## src/slrg_pkg.sv

```systemverilog
// Package for the linear-ramp stepper profile generator.
// Holds the word structs, mode and sequencer enums and fixed constants.
// No dependencies; every module of the block imports it.
package slrg_pkg;

	localparam int DELAY_BITS    = 16;
	localparam int TIMER_BITS    = 16;
	localparam int FIXED_BITS    = 31;
	localparam int FRAC_BITS     = 8;
	localparam int ROUND_HALF    = 128;
	localparam int DIV_BITS      = FIXED_BITS + 2;
	localparam int DIV_CNT_BITS  = $clog2(DIV_BITS + 1);
	localparam int DEN_STEP      = 4;
	localparam int APB_ADDR_BITS = 4;
	localparam int APB_DATA_BITS = 32;

	localparam logic [DELAY_BITS-1:0] START_DELAY_RST = 16'd50000;
	localparam logic [DELAY_BITS-1:0] MIN_DELAY_RST   = 16'd2500;
	localparam logic [DELAY_BITS-1:0] FIRST_LEAD_RST  = 16'd1000;

	localparam logic CMD_START = 1'b0;
	localparam logic CMD_TICK  = 1'b1;

	typedef enum logic [1:0] {
		REG_START_DELAY = 2'd0,
		REG_MIN_DELAY   = 2'd1,
		REG_FIRST_LEAD  = 2'd2
	} cfg_reg_t;

	typedef enum logic [2:0] {
		MODE_IDLE  = 3'd0,
		MODE_ACCEL = 3'd1,
		MODE_CONST = 3'd2,
		MODE_DECEL = 3'd3,
		MODE_LAST  = 3'd4
	} ramp_mode_t;

	typedef enum logic [2:0] {
		ST_IDLE,
		ST_EXEC,
		ST_DIV,
		ST_FIX,
		ST_ROUND,
		ST_EMIT
	} seq_state_t;

	typedef struct packed {
		logic                   command;
		logic signed [15:0]     target_position;
		logic [TIMER_BITS-1:0]  timer_now;
	} cmd_word_t;

	typedef struct packed {
		logic                   stepped;
		logic [1:0]             phase_code;
		logic signed [15:0]     position;
		logic [TIMER_BITS-1:0]  compare_value;
		logic [DELAY_BITS-1:0]  step_delay;
		logic [2:0]             ramp_phase;
		logic                   running;
	} res_word_t;

endpackage

```

## src/stepper_linear_ramp_generator.sv

```systemverilog
// Top level of the linear-ramp stepper profile generator.
// Depends on slrg_pkg for word structs, enums and constants.
//
//  channel | direction | handshake              | word
//  --------+-----------+------------------------+-----------------------------
//  cmd     | in        | cmd_valid / cmd_stall  | cmd_word (start or tick)
//  res     | out       | res_valid / res_stall  | res_word (one per cmd word)
//  apb     | in/out    | psel, penable, pready  | 16-bit registers at 0, 4, 8
//
// A start command or a tick that needs no new delay goes through EXEC and EMIT
// into the result register. A tick in accel or decel that computes a new delay
// goes through EXEC, DIV, FIX, ROUND and EMIT, with the bit-serial divider in
// DIV (33 iterations). Reset clears the ramp state to idle at position zero
// and loads the register defaults. The block takes one word at a time;
// cmd_stall is high from acceptance until the result has moved into the
// output register, and a stalled result register holds the finished word
// while the block is idle.
module stepper_linear_ramp_generator #(
	parameter int POS_WIDTH = 16
) (
	input  logic                                clk,
	input  logic                                arst_n,
	input  logic                                psel,
	input  logic                                penable,
	input  logic                                pwrite,
	input  logic [slrg_pkg::APB_ADDR_BITS-1:0]  paddr,
	input  logic [slrg_pkg::APB_DATA_BITS-1:0]  pwdata,
	output logic [slrg_pkg::APB_DATA_BITS-1:0]  prdata,
	output logic                                pready,
	input  logic                                cmd_valid,
	output logic                                cmd_stall,
	input  slrg_pkg::cmd_word_t                 cmd_word,
	output logic                                res_valid,
	input  logic                                res_stall,
	output slrg_pkg::res_word_t                 res_word
);
	import slrg_pkg::*;

	// Step counters carry one bit more than the position; the 4n+1
	// denominator carries three more than the counters.
	localparam int CW = POS_WIDTH + 1;
	localparam int DW = POS_WIDTH + 4;

	function automatic logic [1:0] next_phase(input logic [1:0] ph, input logic down);
		next_phase = down ? ph - 2'd1 : ph + 2'd1;
	endfunction

	// Configuration registers.
	logic [DELAY_BITS-1:0] start_delay_q, min_delay_q, first_lead_q;

	// Architectural ramp state.
	seq_state_t              state_q, state_d;
	ramp_mode_t              mode_q, mode_d;
	logic signed [POS_WIDTH-1:0] pos_q, pos_d;
	logic                    dir_q, dir_d;
	logic [1:0]              phase_q, phase_d;
	logic [CW-1:0]           steps_q, steps_d;
	logic [CW-1:0]           len_q, len_d;
	logic [CW-1:0]           mid_q, mid_d;
	logic [CW-1:0]           decel_q, decel_d;
	logic [DELAY_BITS-1:0]   dint_q, dint_d;
	logic [FIXED_BITS-1:0]   fixed_q, fixed_d;
	logic signed [DW-1:0]    den_q, den_d;
	logic [TIMER_BITS-1:0]   cmp_q, cmp_d;
	logic                    busy_q, busy_d;
	logic                    stepped_q, stepped_d;

	// Captured command word and result register.
	cmd_word_t               cmd_q;
	res_word_t               res_q;
	logic                    res_valid_q;

	// Divider state.
	logic [DW-1:0]           rem_q;
	logic [DIV_BITS-1:0]     quo_q;
	logic [DW-1:0]           dmag_q;
	logic                    den_neg_q;
	logic [DIV_CNT_BITS-1:0] cnt_q;
	logic [DW:0]             div_trial;
	logic [DW-1:0]           den_mag;

	// Sequencer controls.
	logic                    cmd_take;
	logic                    out_load;
	logic                    div_load;
	logic                    tail_en;
	logic                    need_update;
	logic signed [DW-1:0]    den_base;

	// Helper values for the start command and mode changes.
	logic signed [31:0]          tgt_ext;
	logic signed [POS_WIDTH-1:0] tgt;
	logic signed [POS_WIDTH:0]   move_diff;
	logic [CW-1:0]               move_mag;
	logic                        is_last;
	logic [DW-1:0]               span;
	logic [DW-1:0]               den_mid1;
	logic [DW-1:0]               den_mid5;
	logic [DIV_BITS+1:0]         fix_sum;
	logic [FIXED_BITS:0]         rnd_sum;
	logic [FIXED_BITS-FRAC_BITS:0] rnd_int;
	logic [DELAY_BITS-1:0]       rnd_delay;
	logic signed [31:0]          pos_ext;

	// ------------------------------------------------------------------
	// Configuration port. Writes land on the access phase; reads are
	// combinational and unmapped addresses read as zero.
	// ------------------------------------------------------------------
	assign pready = 1'b1;

	always_ff @(posedge clk or negedge arst_n) begin
		if (!arst_n) begin
			start_delay_q <= START_DELAY_RST;
			min_delay_q   <= MIN_DELAY_RST;
			first_lead_q  <= FIRST_LEAD_RST;
		end else if (psel && penable && pwrite && pready) begin
			case (paddr[3:2])
				REG_START_DELAY: start_delay_q <= pwdata[DELAY_BITS-1:0];
				REG_MIN_DELAY:   min_delay_q   <= pwdata[DELAY_BITS-1:0];
				REG_FIRST_LEAD:  first_lead_q  <= pwdata[DELAY_BITS-1:0];
				default: ;
			endcase
		end
	end

	always_comb begin
		case (paddr[3:2])
			REG_START_DELAY: prdata = APB_DATA_BITS'(start_delay_q);
			REG_MIN_DELAY:   prdata = APB_DATA_BITS'(min_delay_q);
			REG_FIRST_LEAD:  prdata = APB_DATA_BITS'(first_lead_q);
			default:         prdata = '0;
		endcase
	end

	// ------------------------------------------------------------------
	// Datapath helpers.
	// ------------------------------------------------------------------
	// The 16-bit target is wrapped or sign-extended to the position width.
	assign tgt_ext   = 32'(cmd_q.target_position);
	assign tgt       = tgt_ext[POS_WIDTH-1:0];
	assign move_diff = (POS_WIDTH+1)'(tgt) - (POS_WIDTH+1)'(pos_q);
	assign move_mag  = move_diff[POS_WIDTH] ? unsigned'(-move_diff) : unsigned'(move_diff);

	// The move is on its final step when the counter is one short of the length.
	assign is_last = (steps_q == len_q - CW'(1));

	// Denominator for entering decel: 4*(steps - length) plus one or five,
	// wrapped to the denominator width.
	assign span     = DW'(steps_q) - DW'(len_q);
	assign den_mid1 = {span[DW-3:0], 2'b00} + DW'(1);
	assign den_mid5 = {span[DW-3:0], 2'b00} + DW'(DEN_STEP + 1);

	// Magnitude of the new denominator as it goes into the divider.
	assign den_mag = den_d[DW-1] ? unsigned'(-den_d) : unsigned'(den_d);

	// One restoring-division step: shift in the next dividend bit and try
	// subtracting the divisor magnitude.
	assign div_trial = {rem_q, quo_q[DIV_BITS-1]} - {1'b0, dmag_q};

	// D' = D - q with q the truncated quotient. A negative denominator flips
	// the sign of q, so the magnitude is added instead. Clamp to 0..2^31-1.
	assign fix_sum = den_neg_q ? (DIV_BITS+2)'(fixed_q) + (DIV_BITS+2)'(quo_q)
	                           : (DIV_BITS+2)'(fixed_q) - (DIV_BITS+2)'(quo_q);

	// Round the 23.8 delay to ticks and saturate at the 16-bit maximum.
	assign rnd_sum   = (FIXED_BITS+1)'(fixed_q) + (FIXED_BITS+1)'(ROUND_HALF);
	assign rnd_int   = rnd_sum[FIXED_BITS:FRAC_BITS];
	assign rnd_delay = (rnd_int > (FIXED_BITS-FRAC_BITS+1)'({DELAY_BITS{1'b1}}))
	                   ? {DELAY_BITS{1'b1}} : rnd_int[DELAY_BITS-1:0];

	// ------------------------------------------------------------------
	// Sequencer: state register.
	// ------------------------------------------------------------------
	assign cmd_stall = (state_q != ST_IDLE);
	assign cmd_take  = cmd_valid && !cmd_stall;

	always_ff @(posedge clk or negedge arst_n) begin
		if (!arst_n) begin
			state_q   <= ST_IDLE;
			mode_q    <= MODE_IDLE;
			pos_q     <= '0;
			dir_q     <= 1'b0;
			phase_q   <= '0;
			steps_q   <= '0;
			len_q     <= '0;
			mid_q     <= '0;
			decel_q   <= '0;
			dint_q    <= '0;
			fixed_q   <= '0;
			den_q     <= '0;
			cmp_q     <= '0;
			busy_q    <= 1'b0;
			stepped_q <= 1'b0;
		end else begin
			state_q   <= state_d;
			mode_q    <= mode_d;
			pos_q     <= pos_d;
			dir_q     <= dir_d;
			phase_q   <= phase_d;
			steps_q   <= steps_d;
			len_q     <= len_d;
			mid_q     <= mid_d;
			decel_q   <= decel_d;
			dint_q    <= dint_d;
			fixed_q   <= fixed_d;
			den_q     <= den_d;
			cmp_q     <= cmp_d;
			busy_q    <= busy_d;
			stepped_q <= stepped_d;
		end
	end

	// ------------------------------------------------------------------
	// Sequencer: next state and ramp update.
	// EXEC handles the start command and every tick that needs no division.
	// A tick that recomputes the delay goes EXEC, DIV, FIX, ROUND. The step
	// itself (position, counter, phase) is applied once the final mode for
	// the tick is known, in EXEC or in ROUND.
	// ------------------------------------------------------------------
	always_comb begin
		state_d     = state_q;
		mode_d      = mode_q;
		pos_d       = pos_q;
		dir_d       = dir_q;
		phase_d     = phase_q;
		steps_d     = steps_q;
		len_d       = len_q;
		mid_d       = mid_q;
		decel_d     = decel_q;
		dint_d      = dint_q;
		fixed_d     = fixed_q;
		den_d       = den_q;
		cmp_d       = cmp_q;
		busy_d      = busy_q;
		stepped_d   = stepped_q;
		div_load    = 1'b0;
		tail_en     = 1'b0;
		need_update = 1'b0;
		den_base    = den_q;
		out_load    = 1'b0;

		case (state_q)
			ST_IDLE: begin
				if (cmd_take) begin
					state_d = ST_EXEC;
				end
			end

			ST_EXEC: begin
				state_d   = ST_EMIT;
				stepped_d = 1'b0;
				if (cmd_q.command == CMD_START) begin
					// A start to the present position leaves the ramp state as it is and only clears the step flag.
					if (move_diff != '0) begin
						dir_d     = move_diff[POS_WIDTH];
						len_d     = move_mag;
						mid_d     = (move_mag - CW'(1)) >> 1;
						dint_d    = start_delay_q;
						fixed_d   = {{(FIXED_BITS-DELAY_BITS-FRAC_BITS){1'b0}},
						             start_delay_q, {FRAC_BITS{1'b0}}};
						steps_d   = '0;
						den_d     = DW'(1);
						mode_d    = MODE_ACCEL;
						busy_d    = 1'b1;
						cmp_d     = cmd_q.timer_now + first_lead_q;
						phase_d   = next_phase(phase_q, move_diff[POS_WIDTH]);
						stepped_d = 1'b1;
					end
				end else if (mode_q != MODE_IDLE) begin
					cmp_d   = cmp_q + dint_q;
					tail_en = 1'b1;
					case (mode_q)
						MODE_ACCEL: begin
							if (steps_q == mid_q) begin
								// Midpoint reached before top speed: mirror into decel.
								mode_d = MODE_DECEL;
								if (!len_q[0]) begin
									den_d = den_mid1 + DW'(DEN_STEP);
								end else begin
									need_update = 1'b1;
									den_base    = den_mid1;
								end
							end else begin
								need_update = 1'b1;
							end
						end
						MODE_DECEL: begin
							need_update = 1'b1;
						end
						MODE_CONST: begin
							if (steps_q == decel_q) begin
								mode_d = MODE_DECEL;
								den_d  = den_mid5;
							end
						end
						default: begin
							// Last tick: back to idle without a step.
							mode_d = MODE_IDLE;
							busy_d = 1'b0;
						end
					endcase
					if (need_update) begin
						if (is_last) begin
							mode_d = MODE_LAST;
						end else begin
							den_d    = den_base + DW'(DEN_STEP);
							div_load = 1'b1;
							tail_en  = 1'b0;
							state_d  = ST_DIV;
						end
					end
				end
			end

			ST_DIV: begin
				if (cnt_q == DIV_CNT_BITS'(1)) begin
					state_d = ST_FIX;
				end
			end

			ST_FIX: begin
				if (fix_sum[DIV_BITS+1]) begin
					fixed_d = '0;
				end else if (|fix_sum[DIV_BITS:FIXED_BITS]) begin
					fixed_d = {FIXED_BITS{1'b1}};
				end else begin
					fixed_d = fix_sum[FIXED_BITS-1:0];
				end
				state_d = ST_ROUND;
			end

			ST_ROUND: begin
				if (rnd_delay <= min_delay_q) begin
					// Top speed reached: hold it and note where decel begins.
					mode_d  = MODE_CONST;
					decel_d = len_q - steps_q;
					dint_d  = min_delay_q;
				end else begin
					dint_d = rnd_delay;
				end
				tail_en = 1'b1;
				state_d = ST_EMIT;
			end

			ST_EMIT: begin
				if (!res_valid_q || !res_stall) begin
					out_load = 1'b1;
					state_d  = ST_IDLE;
				end
			end

			default: begin
				state_d = ST_IDLE;
			end
		endcase

		// The step that every tick of a running move makes, but for the closing tick.
		if (tail_en && mode_d != MODE_IDLE) begin
			pos_d   = dir_q ? pos_q - POS_WIDTH'(1) : pos_q + POS_WIDTH'(1);
			steps_d = steps_q + CW'(1);
			if (mode_d != MODE_LAST) begin
				phase_d   = next_phase(phase_q, dir_q);
				stepped_d = 1'b1;
			end
		end
	end

	// ------------------------------------------------------------------
	// Bit-serial divider: 2*D over |den|, one quotient bit per cycle.
	// The dividend sits in the quotient register and shifts out at the top
	// while quotient bits shift in at the bottom.
	// ------------------------------------------------------------------
	always_ff @(posedge clk or negedge arst_n) begin
		if (!arst_n) begin
			cnt_q <= '0;
		end else if (div_load) begin
			cnt_q <= DIV_CNT_BITS'(DIV_BITS);
		end else if (state_q == ST_DIV) begin
			cnt_q <= cnt_q - DIV_CNT_BITS'(1);
		end
	end

	always_ff @(posedge clk) begin
		if (div_load) begin
			rem_q     <= '0;
			quo_q     <= DIV_BITS'({fixed_q, 1'b0});
			dmag_q    <= den_mag;
			den_neg_q <= den_d[DW-1];
		end else if (state_q == ST_DIV) begin
			if (!div_trial[DW]) begin
				rem_q <= div_trial[DW-1:0];
			end else begin
				rem_q <= {rem_q[DW-2:0], quo_q[DIV_BITS-1]};
			end
			quo_q <= {quo_q[DIV_BITS-2:0], ~div_trial[DW]};
		end
	end

	// ------------------------------------------------------------------
	// Command capture and result register.
	// ------------------------------------------------------------------
	always_ff @(posedge clk) begin
		if (cmd_take) begin
			cmd_q <= cmd_word;
		end
	end

	assign pos_ext = 32'(pos_q);

	always_ff @(posedge clk or negedge arst_n) begin
		if (!arst_n) begin
			res_valid_q <= 1'b0;
		end else if (out_load) begin
			res_valid_q <= 1'b1;
		end else if (!res_stall) begin
			res_valid_q <= 1'b0;
		end
	end

	always_ff @(posedge clk) begin
		if (out_load) begin
			res_q.stepped       <= stepped_q;
			res_q.phase_code    <= phase_q ^ {1'b0, phase_q[1]};
			res_q.position      <= pos_ext[15:0];
			res_q.compare_value <= cmp_q;
			res_q.step_delay    <= dint_q;
			res_q.ramp_phase    <= mode_q;
			res_q.running       <= busy_q;
		end
	end

	assign res_valid = res_valid_q;
	assign res_word  = res_q;

endmodule

```

## config.mk

```make
export PLATFORM = sky130hd
export DESIGN_NAME = stepper_linear_ramp_generator
export DESIGN_NICKNAME = d
export VERILOG_FILES = /design/src/slrg_pkg.sv /design/src/stepper_linear_ramp_generator.sv
export SDC_FILE = /design/constraint.sdc
export NUM_CORES = 1
export LEC_CHECK = 0
export ABC_AREA = 1
export BUFFER_PORTS_ARGS = -buffer_cell sky130_fd_sc_hd__buf_4
export CAP_MARGIN = 40
export CELL_PAD_IN_SITES_DETAIL_PLACEMENT = 0
export CELL_PAD_IN_SITES_GLOBAL_PLACEMENT = 2
export CORE_ASPECT_RATIO = 0.75
export CORE_MARGIN = 2
export CORE_UTILIZATION = 36
export DETAILED_ROUTE_END_ITERATION = 10
export PLACE_DENSITY_LB_ADDON = 0.12
export SYNTH_ARGS = -nofsm -noshare
export SYNTH_HDL_FRONTEND = slang
export SYNTH_SLANG_ARGS = --single-unit
```

## constraint.sdc

```tcl
create_clock -name clk -period 6.1 [get_ports clk]
set_clock_uncertainty 0.05 [all_clocks]
set_input_delay 0.61 -clock clk [delete_from_list [all_inputs] [get_ports clk]]
set_output_delay 0.61 -clock clk [all_outputs]
set_load 0.05 [all_outputs]
```

Yosys cells after proc, flatten, opt, wreduce, memory -nomap -nowiden --
Index checks and enable logic that the tools add are counted.
Word-level totals: bits of input ports 76, flip-flop bits (word level) 394
Operators by class: add/sub/neg operators 23, reduce and logical (&&, ||, !) cells 33, bitwise operators 3, order comparisons 2, eq/ne operators 24, multiplexer cells 97
Operator list (count):
- 20-bit 2-to-1 mux | 16
- 16-bit 2-to-1 mux | 8
- 31-bit 2-to-1 mux | 4
- 17-bit 2-to-1 mux | 5
- 32-bit 2-to-1 mux | 2
- 31-bit one-hot mux with 2 select lines | 1
- 16-bit one-hot mux with 3 select lines | 1
- 3-bit 2-to-1 mux | 15
- 20-bit by 3-bit adder with 20-bit output, second input constant | 2
- 20-bit one-hot mux with 2 select lines | 1
- 35-bit 2-to-1 mux | 1
- 31-bit by 33-bit adder with 34-bit output | 1
- 17-bit equality test | 2
- 17-bit by 1-bit subtractor with 17-bit output, second input constant | 2
- 31-bit by 33-bit subtractor with 34-bit output | 1
- 16-bit adder | 2
- 31-bit by 8-bit adder with 32-bit output, second input constant | 1
- 16-bit one-hot mux with 2 select lines | 1
- 1-bit 2-to-1 mux | 27
- 24-bit by 16-bit > comparator with 1-bit output, second input constant | 1
- 21-bit by 20-bit subtractor with 21-bit output | 1
- 20-bit by 1-bit adder with 20-bit output, second input constant | 1
- 20-bit by 4-bit adder with 20-bit output, second input constant | 1
- 20-bit negator | 1
- 42 further kinds | 84

Longest topological paths before layout --
Gate-level depths: netlist (run 1).
depth after elaboration 16, depth in mapped cells 34, depth with buffers taken out 34

Worst setup path after synthesis (run 1) --
OpenSTA, ideal clock, no wires.
kind register to register, from reg fixed_q[8], to reg pos_q[2], arrival 4.532 ns, clock period less this slack 4.665 ns, cell stages (with the launch flop) 34, setup slack 1.435 ns, library setup time 0.083 ns, path buffers 1, cells stage by stage dfrtp_1 ha_1 nand2_1 nor4_2 nand4_1 nor2_1 nand4_1 nor2_1 nand3_1 xor2_1 nand2_1 nor2_1 nand2_1 inv_2 o21ai_0 ha_1 inv_1 o21bai_1 a221oi_1 o221ai_1 nand2_1 nand2_1 o21ai_0 clkinv_1 nor2_1 inv_1 nand3_1 nand2_1 inv_1 nand2_1 nand2_1 clkbuf_1 nand2_1 o21ai_0
On the way: cells in the longest elaborated chain, start to end 8
RTL lines:
- start, declared | line stepper_linear_ramp_generator.sv:62 | logic [FIXED_BITS-1:0] fixed_q, fixed_d;
- start signal, assigned | line stepper_linear_ramp_generator.sv:205 | fixed_q <= fixed_d;
- 31-bit by 8-bit adder with 32-bit output (*) | line stepper_linear_ramp_generator.sv:166 | assign rnd_sum = (FIXED_BITS+1)'(fixed_q) + (FIXED_BITS+1)'(ROUND_HALF);
- 24-bit by 16-bit > comparator with 1-bit output | line stepper_linear_ramp_generator.sv:168 | assign rnd_delay = (rnd_int > (FIXED_BITS-FRAC_BITS+1)'({DELAY_BITS{1'b1}}))
- 16-bit 2-to-1 mux (*) | line stepper_linear_ramp_generator.sv:169 | ? {DELAY_BITS{1'b1}} : rnd_int[DELAY_BITS-1:0];
- 16-bit <= comparator (*) | line stepper_linear_ramp_generator.sv:333 | if (rnd_delay <= min_delay_q) begin
- 3-bit 2-to-1 mux (*) | line stepper_linear_ramp_generator.sv:333
- 3-bit one-hot mux with 2 select lines (*) | line stepper_linear_ramp_generator.sv:242 | case (state_q)
- via mode_d[2] | line stepper_linear_ramp_generator.sv:53 | ramp_mode_t mode_q, mode_d;
- 3-bit nonzero test (*) | line stepper_linear_ramp_generator.sv:358 | if (tail_en && mode_d != MODE_IDLE) begin
- 1-bit logical AND (*) | line stepper_linear_ramp_generator.sv:358
- end signal, assigned | line stepper_linear_ramp_generator.sv:197 | pos_q <= pos_d;
- end, declared | line stepper_linear_ramp_generator.sv:54 | logic signed [POS_WIDTH-1:0] pos_q, pos_d;
The timed path passes the listed nets; every way through them passes the cells marked *. A chain may end at the register's enable or synchronous reset.

Worst setup path in the final report (run 1) --
from reg fixed_q[9], to reg pos_q[12]
Same word-level chain as after synthesis.

==> run summary, run 1 <==
outcome - finished, final reports clean
Total Power - 20.2 mW
Final Setup Violations - 0
area growth from synthesis to layout - 13.0%
setup slack, reg-to-reg - 470 ps
final wirelength - 109 mm
number of synthesized flops with an enable pin - 140
R2R depth - 32
Least-Margin Pin Slew - 894 ps
Top cell by count, worst path - nand2_1
worst hold path depth - 1
via count of the first global-routing pass - 26628
R2R Path End - pos_q[12]
dominant delay contributor by cell family on the critical path - simple AND/OR/NAND/NOR gates
Setup WS pre-CTS - 407 ps
number of I/O pins - 166
end point of the most critical hold path - tgt[12]
post-DR vias/cell - 5.06
leading post-synthesis cells by cell area - dfrtp_1, edfxtp_1, nand2_1
Post-DRT Antenna Nets - 0
yosys warns - 0
via total after detailed routing - 28079
weighted congestion reported at the end of routability-driven placement - 0.902
HPWL after detailed placement - 86.2 mm
Starting DRT DRC Count - 2140
final critical-path required period - 5630 ps
share of the yosys chip area belonging to registers - 0.346
most numerous cell in the Yosys netlist - nand2_1
wire per inst - 19.7 um
minimum setup slack in the final design - 470 ps
share of the clock period used by the worst path after layout - 0.923
multi-input combinational cell area - 0.0168 mm^2
initial cell density of the core - 0.362
source of the worst hold timing path - cmd_word[28]
IO buf count - 130
setup repair bufs after CTS - 0
power per cell area - 590 mW/mm^2
Clock Tree Buf Depth - 3
kind of critical path - register to register
maximum frequency from static timing analysis - 178 MHz
area share of the largest cell type after synthesis - 0.178
startpoint of the worst setup timing path - fixed_q[9]
required time of the worst setup path - 6540 ps
Crit. End Element - register
number of distinct standard cells referenced by the synthesized netlist - 69
first-pass GRT wire length - 167 mm
clock tree sinks - 394
Crit path buffers/inverters - 7
number of optimization iterations in the first detailed-route pass - 5
cell at the root of the clock tree - clkbuf_16
core outline area - 0.0837 mm^2
synthesized area per cell - 7.09 um^2
Num CTS Buffers - 48
largest incremental delay on the critical path - 480 ps
fraction of layout cells with a size suffix above 1 - 0.0851
Post-synth top cells - nand2_1, inv_1, nor2_1
area used by sequential logic in the layout - 0.0105 mm^2
Levels on crit path - 32
ant diodes - 0
Clock H-tree levels - 2
cell count after synthesis - 4270
clock slew seen by the registers of the worst setup and hold paths - 60 ps
grt total ovfl - 0
worst-case headroom to the max-slew limit - 0.404
Final Hold Violating Endpoints - 0
master of the slowest instance on the critical path - dfrtp_1
aggregate global-route resource usage - 0.252
initial antenna violation count - 3
prevailing post-synth register cell - dfrtp_1
worst voltage drop across the vdd grid - 0.302 mV
Static Leak - 16.7 nW
number of storage elements in the synthesis netlist - 394
Net count, final - 4665
share of flip-flops with an asynchronous set or reset after synthesis - 0.589
number of max-capacitance violations reported - 0
number of standard cells in the final layout excluding fillers - 5547
post-detailed-route DRC marker count - 0
Pins Over Slew Limit - 0
Die H - 255 um
HP Class - input port to register
number of cell rows - 92
post-synthesis cell type with the largest combined area - dfrtp_1
startpoint of the lowest-slack register-to-register path - fixed_q[9]
netlist area before placement - 0.0303 mm^2
die extent in x - 339 um
number of fillers in the final layout - 8912
die footprint - 0.0865 mm^2
cell count after placement - 5456
pin count of the biggest net entering global routing - 141
worst skew pair latency - 620 ps
maximum fanout along the worst path - 29
Worst Path Arrival - 6070 ps
crit start category - register
CTS tree - done
==> cell families (layout without fill, tap and decap cells) <==
group | Yosys count | count (layout) | synth area share
DFF | 394 | 394 | 0.346
buffers and inverters | 786 | 920 | 0.101
muxes | 5 | 5 | 0.00178
xor gates and xnor gates | 172 | 172 | 0.0502
and+or+nand+nor | 1928 | 1928 | 0.267
adders and majority gates | 210 | 210 | 0.0890
AOI/OAI and AO/OA | 773 | 773 | 0.145
other | 2 | 17 | 0.000248
==> cell type report <==
type / instances / share of cell area
multi-input combinational: 3105 / 0.492
inverter: 648 / 0.0711
tap: 1128 / 0.0412
timing repair buffer: 182 / 0.0435
clock inverter: 33 / 0.00867
sequential: 394 / 0.306
clock buffer: 57 / 0.0373
==> flip-flops by register name (all words and copies together) (netlist names), 17 cells and up <==
signal / count
res_word: 55
quo_q: 33
fixed_q: 31
den_q: 20
dmag_q: 20
rem_q: 20
cmd_q: 17
decel_q: 17
len_q: 17
steps_q: 17
==> per-stage QoR <==
stage,instance area [um^2],utilization,TNS [ps],hold WS (ps)
floorplan,30300,-,0,264
global placement,32500,0.388,0,379
detailed placement,32600,0.390,0,381
CTS,34200,0.409,0,68.8
global route,34200,0.409,-16.4,81.3
finish,34200,0.409,0,108
==> worst max path at each step <==
stage                  endpoint  slack, ps
finish                pos_q[12]        470
global route        steps_q[15]        -20
CTS                   pos_q[12]        380
detailed placement    pos_q[13]        410
global placement       pos_q[0]        430
floorplan              pos_q[2]       1440
==> placed cells by master (no fill, tap or decap), types with 10 or more instances in the layout <==
cell,Yosys,final
o22ai_1,30,30
a221oi_1,11,11
nor2_1,379,375
inv_1,617,617
buf_4,23,173
o21bai_1,21,21
xor2_1,122,122
edfxtp_1,140,140
o211ai_1,29,29
a31oi_1,22,22
nand3b_1,14,14
dfrtp_1,215,215
nand2_1,1103,1101
o21ai_0,334,333
xnor2_1,48,48
nand4_1,63,63
nand3_1,254,253
nor3_1,44,44
conb_1,2,17
a21o_1,10,10
inv_2,28,28
ha_1,201,201
a21oi_1,217,217
o21ai_1,14,14
nor2_2,22,24
a21boi_1,12,12
clkinv_2,0,11
dfxtp_1,22,22
clkbuf_16,0,49
a21boi_0,13,13
dfstp_2,17,17
==> where the power goes <==
group	total (mW)	switching (mW)	internal, mW
combinational	12.5	8.53	3.99
sequential	4.75	0.943	3.80
clock	2.92	1.29	1.64
total	20.2	10.8	9.43
==> layer usage <==
metal / track usage / vias to the layer above / wire length, um
li1: - / 14115 / -
met1: 0.393 / 13166 / 57000
met2: 0.358 / 710 / 43300
met3: 0.0484 / 86 / 7480
met4: 0.0423 / 2 / 1570
met5: 0 / - / 13
==> worst reg2reg max path: cells and delay by family (launching register included) <==
kind / cells / cell delay, ps
adder cells (fa/ha/maj): 1 / 310
AO/OA/AOI/OAI: 7 / 1120
buffers and inverters: 7 / 1130
AND/OR/NAND/NOR: 16 / 2250
XOR/XNOR: 1 / 170
flip-flops: 1 / 480
==> repair_timing <==
action                                 in CTS  in global routing
hold buffers                                1                  0
endpoints found under the hold margin      36                  0
gates resized for setup                     0                  2
setup endpoints to repair                   0                 27
Note: power is estimated with default switching activity, not from simulation.
==> run 2, diff against run 1 <==
SETUP_SLACK_MARGIN = 0.5   (was default)
==> run summary, run 2 (synthesis results as in run 1) <==
R2R Path End - pos_q[0]
Num CTS Buffers - 48
initial cell density of the core - 0.362
Starting DRT DRC Count - 2134
Clock H-tree levels - 2
final critical-path required period - 5160 ps
share of the clock period used by the worst path after layout - 0.846
worst hold path depth - 1
IO buf count - 130
kind of critical path - register to register
die extent in x - 339 um
leading cell type in the layout, fill and taps excluded - nand2_1
setup slack, reg-to-reg - 940 ps
Crit. End Element - register
master of the slowest instance on the critical path - dfrtp_2
clock slew seen by the registers of the worst setup and hold paths - 60 ps
grt total ovfl - 0
first-pass GRT wire length - 167 mm
required time of the worst setup path - 6590 ps
share of power burned in registers - 0.234
die footprint - 0.0865 mm^2
share of total power in the clock network - 0.145
area growth from synthesis to layout - 13.2%
crit start category - register
HP Class - input port to register
wire per inst - 19.7 um
Least-Margin Pin Slew - 903 ps
via total after detailed routing - 28030
commonest cells after routing, fill and taps aside - nand2_1, inv_1, nor2_1
fraction of layout cells with a size suffix above 1 - 0.0871
power per cell area - 591 mW/mm^2
initial antenna violation count - 3
switching fraction of total power - 0.533
clock tree sinks - 394
final wirelength - 109 mm
number of fillers in the final layout - 8907
Net count, final - 4668
unrepaired setup endpoints after global routing - false
post-detailed-route DRC marker count - 0
worst voltage drop across the vdd grid - 0.302 mV
source of the worst hold timing path - cmd_word[28]
share of power burned in combinational logic - 0.621
number of optimization iterations in the first detailed-route pass - 5
cell at the root of the clock tree - clkbuf_16
Static Leak - 16.7 nW
ant diodes - 0
worst skew pair latency - 620 ps
Final Hold Violating Endpoints - 0
minimum setup slack in the final design - 938 ps
number of I/O pins - 166
R2R depth - 31
Final Setup Violations - 0
net load switching power - 10.8 mW
largest incremental delay on the critical path - 440 ps
CTS tree - done
maximum frequency from static timing analysis - 194 MHz
via count of the first global-routing pass - 26629
end point of the most critical hold path - tgt[12]
number of max-capacitance violations reported - 0
outcome - finished, final reports clean
Die H - 255 um
Internal - 9.47 mW
number of cell rows - 92
Pins Over Slew Limit - 0
maximum fanout along the worst path - 29
post-DR vias/cell - 5.05
pin count of the biggest net entering global routing - 141
startpoint of the lowest-slack register-to-register path - fixed_q[9]
HPWL after detailed placement - 86.2 mm
Post-DRT Antenna Nets - 0
aggregate global-route resource usage - 0.252
core outline area - 0.0837 mm^2
number of flip-flops under the largest register name - 55
weighted congestion reported at the end of routability-driven placement - 0.902
worst-case headroom to the max-slew limit - 0.393
Final TNS setup - 0 ps
Setup WS pre-CTS - 407 ps
Top cell by count, worst path - nand2_1
Worst Path Arrival - 5650 ps
Clock Tree Buf Depth - 3
[run 2: cell count changes in the layout (fill, tap and decap cells not counted), sizes merged]
cell  delta
buf      +3
[run 2: per-stage QoR]
step	hold WS, ps	total power, mW	instance area [um^2]	utilization	std cells
CTS	68.8	20.3	34200	0.409	5547
global route	81.3	22.2	34300	0.410	5550
floorplan	264	13.3	30300	-	4285
detailed placement	381	17.2	32600	0.390	5456
global placement	379	17.2	32500	0.388	5449
finish	109	20.3	34300	0.410	5550
[run 2: area by class of cell]
cell class	instances	area (um^2)	share of cell area
well taps	1128	1410	0.0412
clock buffers	57	1280	0.0372
flip-flops and latches	394	10500	0.306
clock inverters	33	297	0.00865
inverters	648	2430	0.0710
multi-input cells	3105	16900	0.492
repair buffers	185	1510	0.0441
[run 2: how the worst max path moves through the flow]
stage / start / endpoint / slack, ps / depth (start not counted)
floorplan: fixed_q[8] / pos_q[2] / 1440 / 33
global placement: fixed_q[9] / pos_q[0] / 430 / 31
detailed placement: fixed_q[8] / pos_q[13] / 410 / 32
CTS: fixed_q[8] / pos_q[12] / 510 / 32
global route: fixed_q[8] / steps_q[15] / 530 / 32
finish: fixed_q[9] / pos_q[0] / 940 / 31
[run 2: critical path, delay by kind of cell, from the launching register on]
family          cells  cell delay, ps
simple gates       15            2100
xor+xnor            2             320
flops               1             440
buf+inv             7            1000
fa+ha+maj           1             310
compound gates      6             840
[run 2: routing by layer]
metal | GRT usage | vias up | routed length (um)
met3 | 0.0484 | 86 | 7140
met5 | 0 | - | 13
met4 | 0.0422 | 2 | 1590
met1 | 0.393 | 13143 | 57400
li1 | - | 14128 | -
met2 | 0.358 | 671 | 43300
[run 2: repair_timing]
| item | in CTS | in global routing |
|---|---|---|
| setup endpoints to repair | 22 | 42 |
| setup buffers | 0 | 3 |
| hold endpoints to repair | 36 | 0 |
| hold buffers | 1 | 0 |
| resized for setup | 1 | 11 |
| pin swaps | 0 | 2 |
[run 2: power by group through the flow]
stage	Sequential, mW	Clock (mW)	Combinational [mW]
floorplan	4.85	0	8.50
global placement	4.79	0	12.4
detailed placement	4.79	0	12.4
CTS	4.75	3.01	12.5
global route	4.88	3.11	14.2
finish	4.75	2.93	12.6
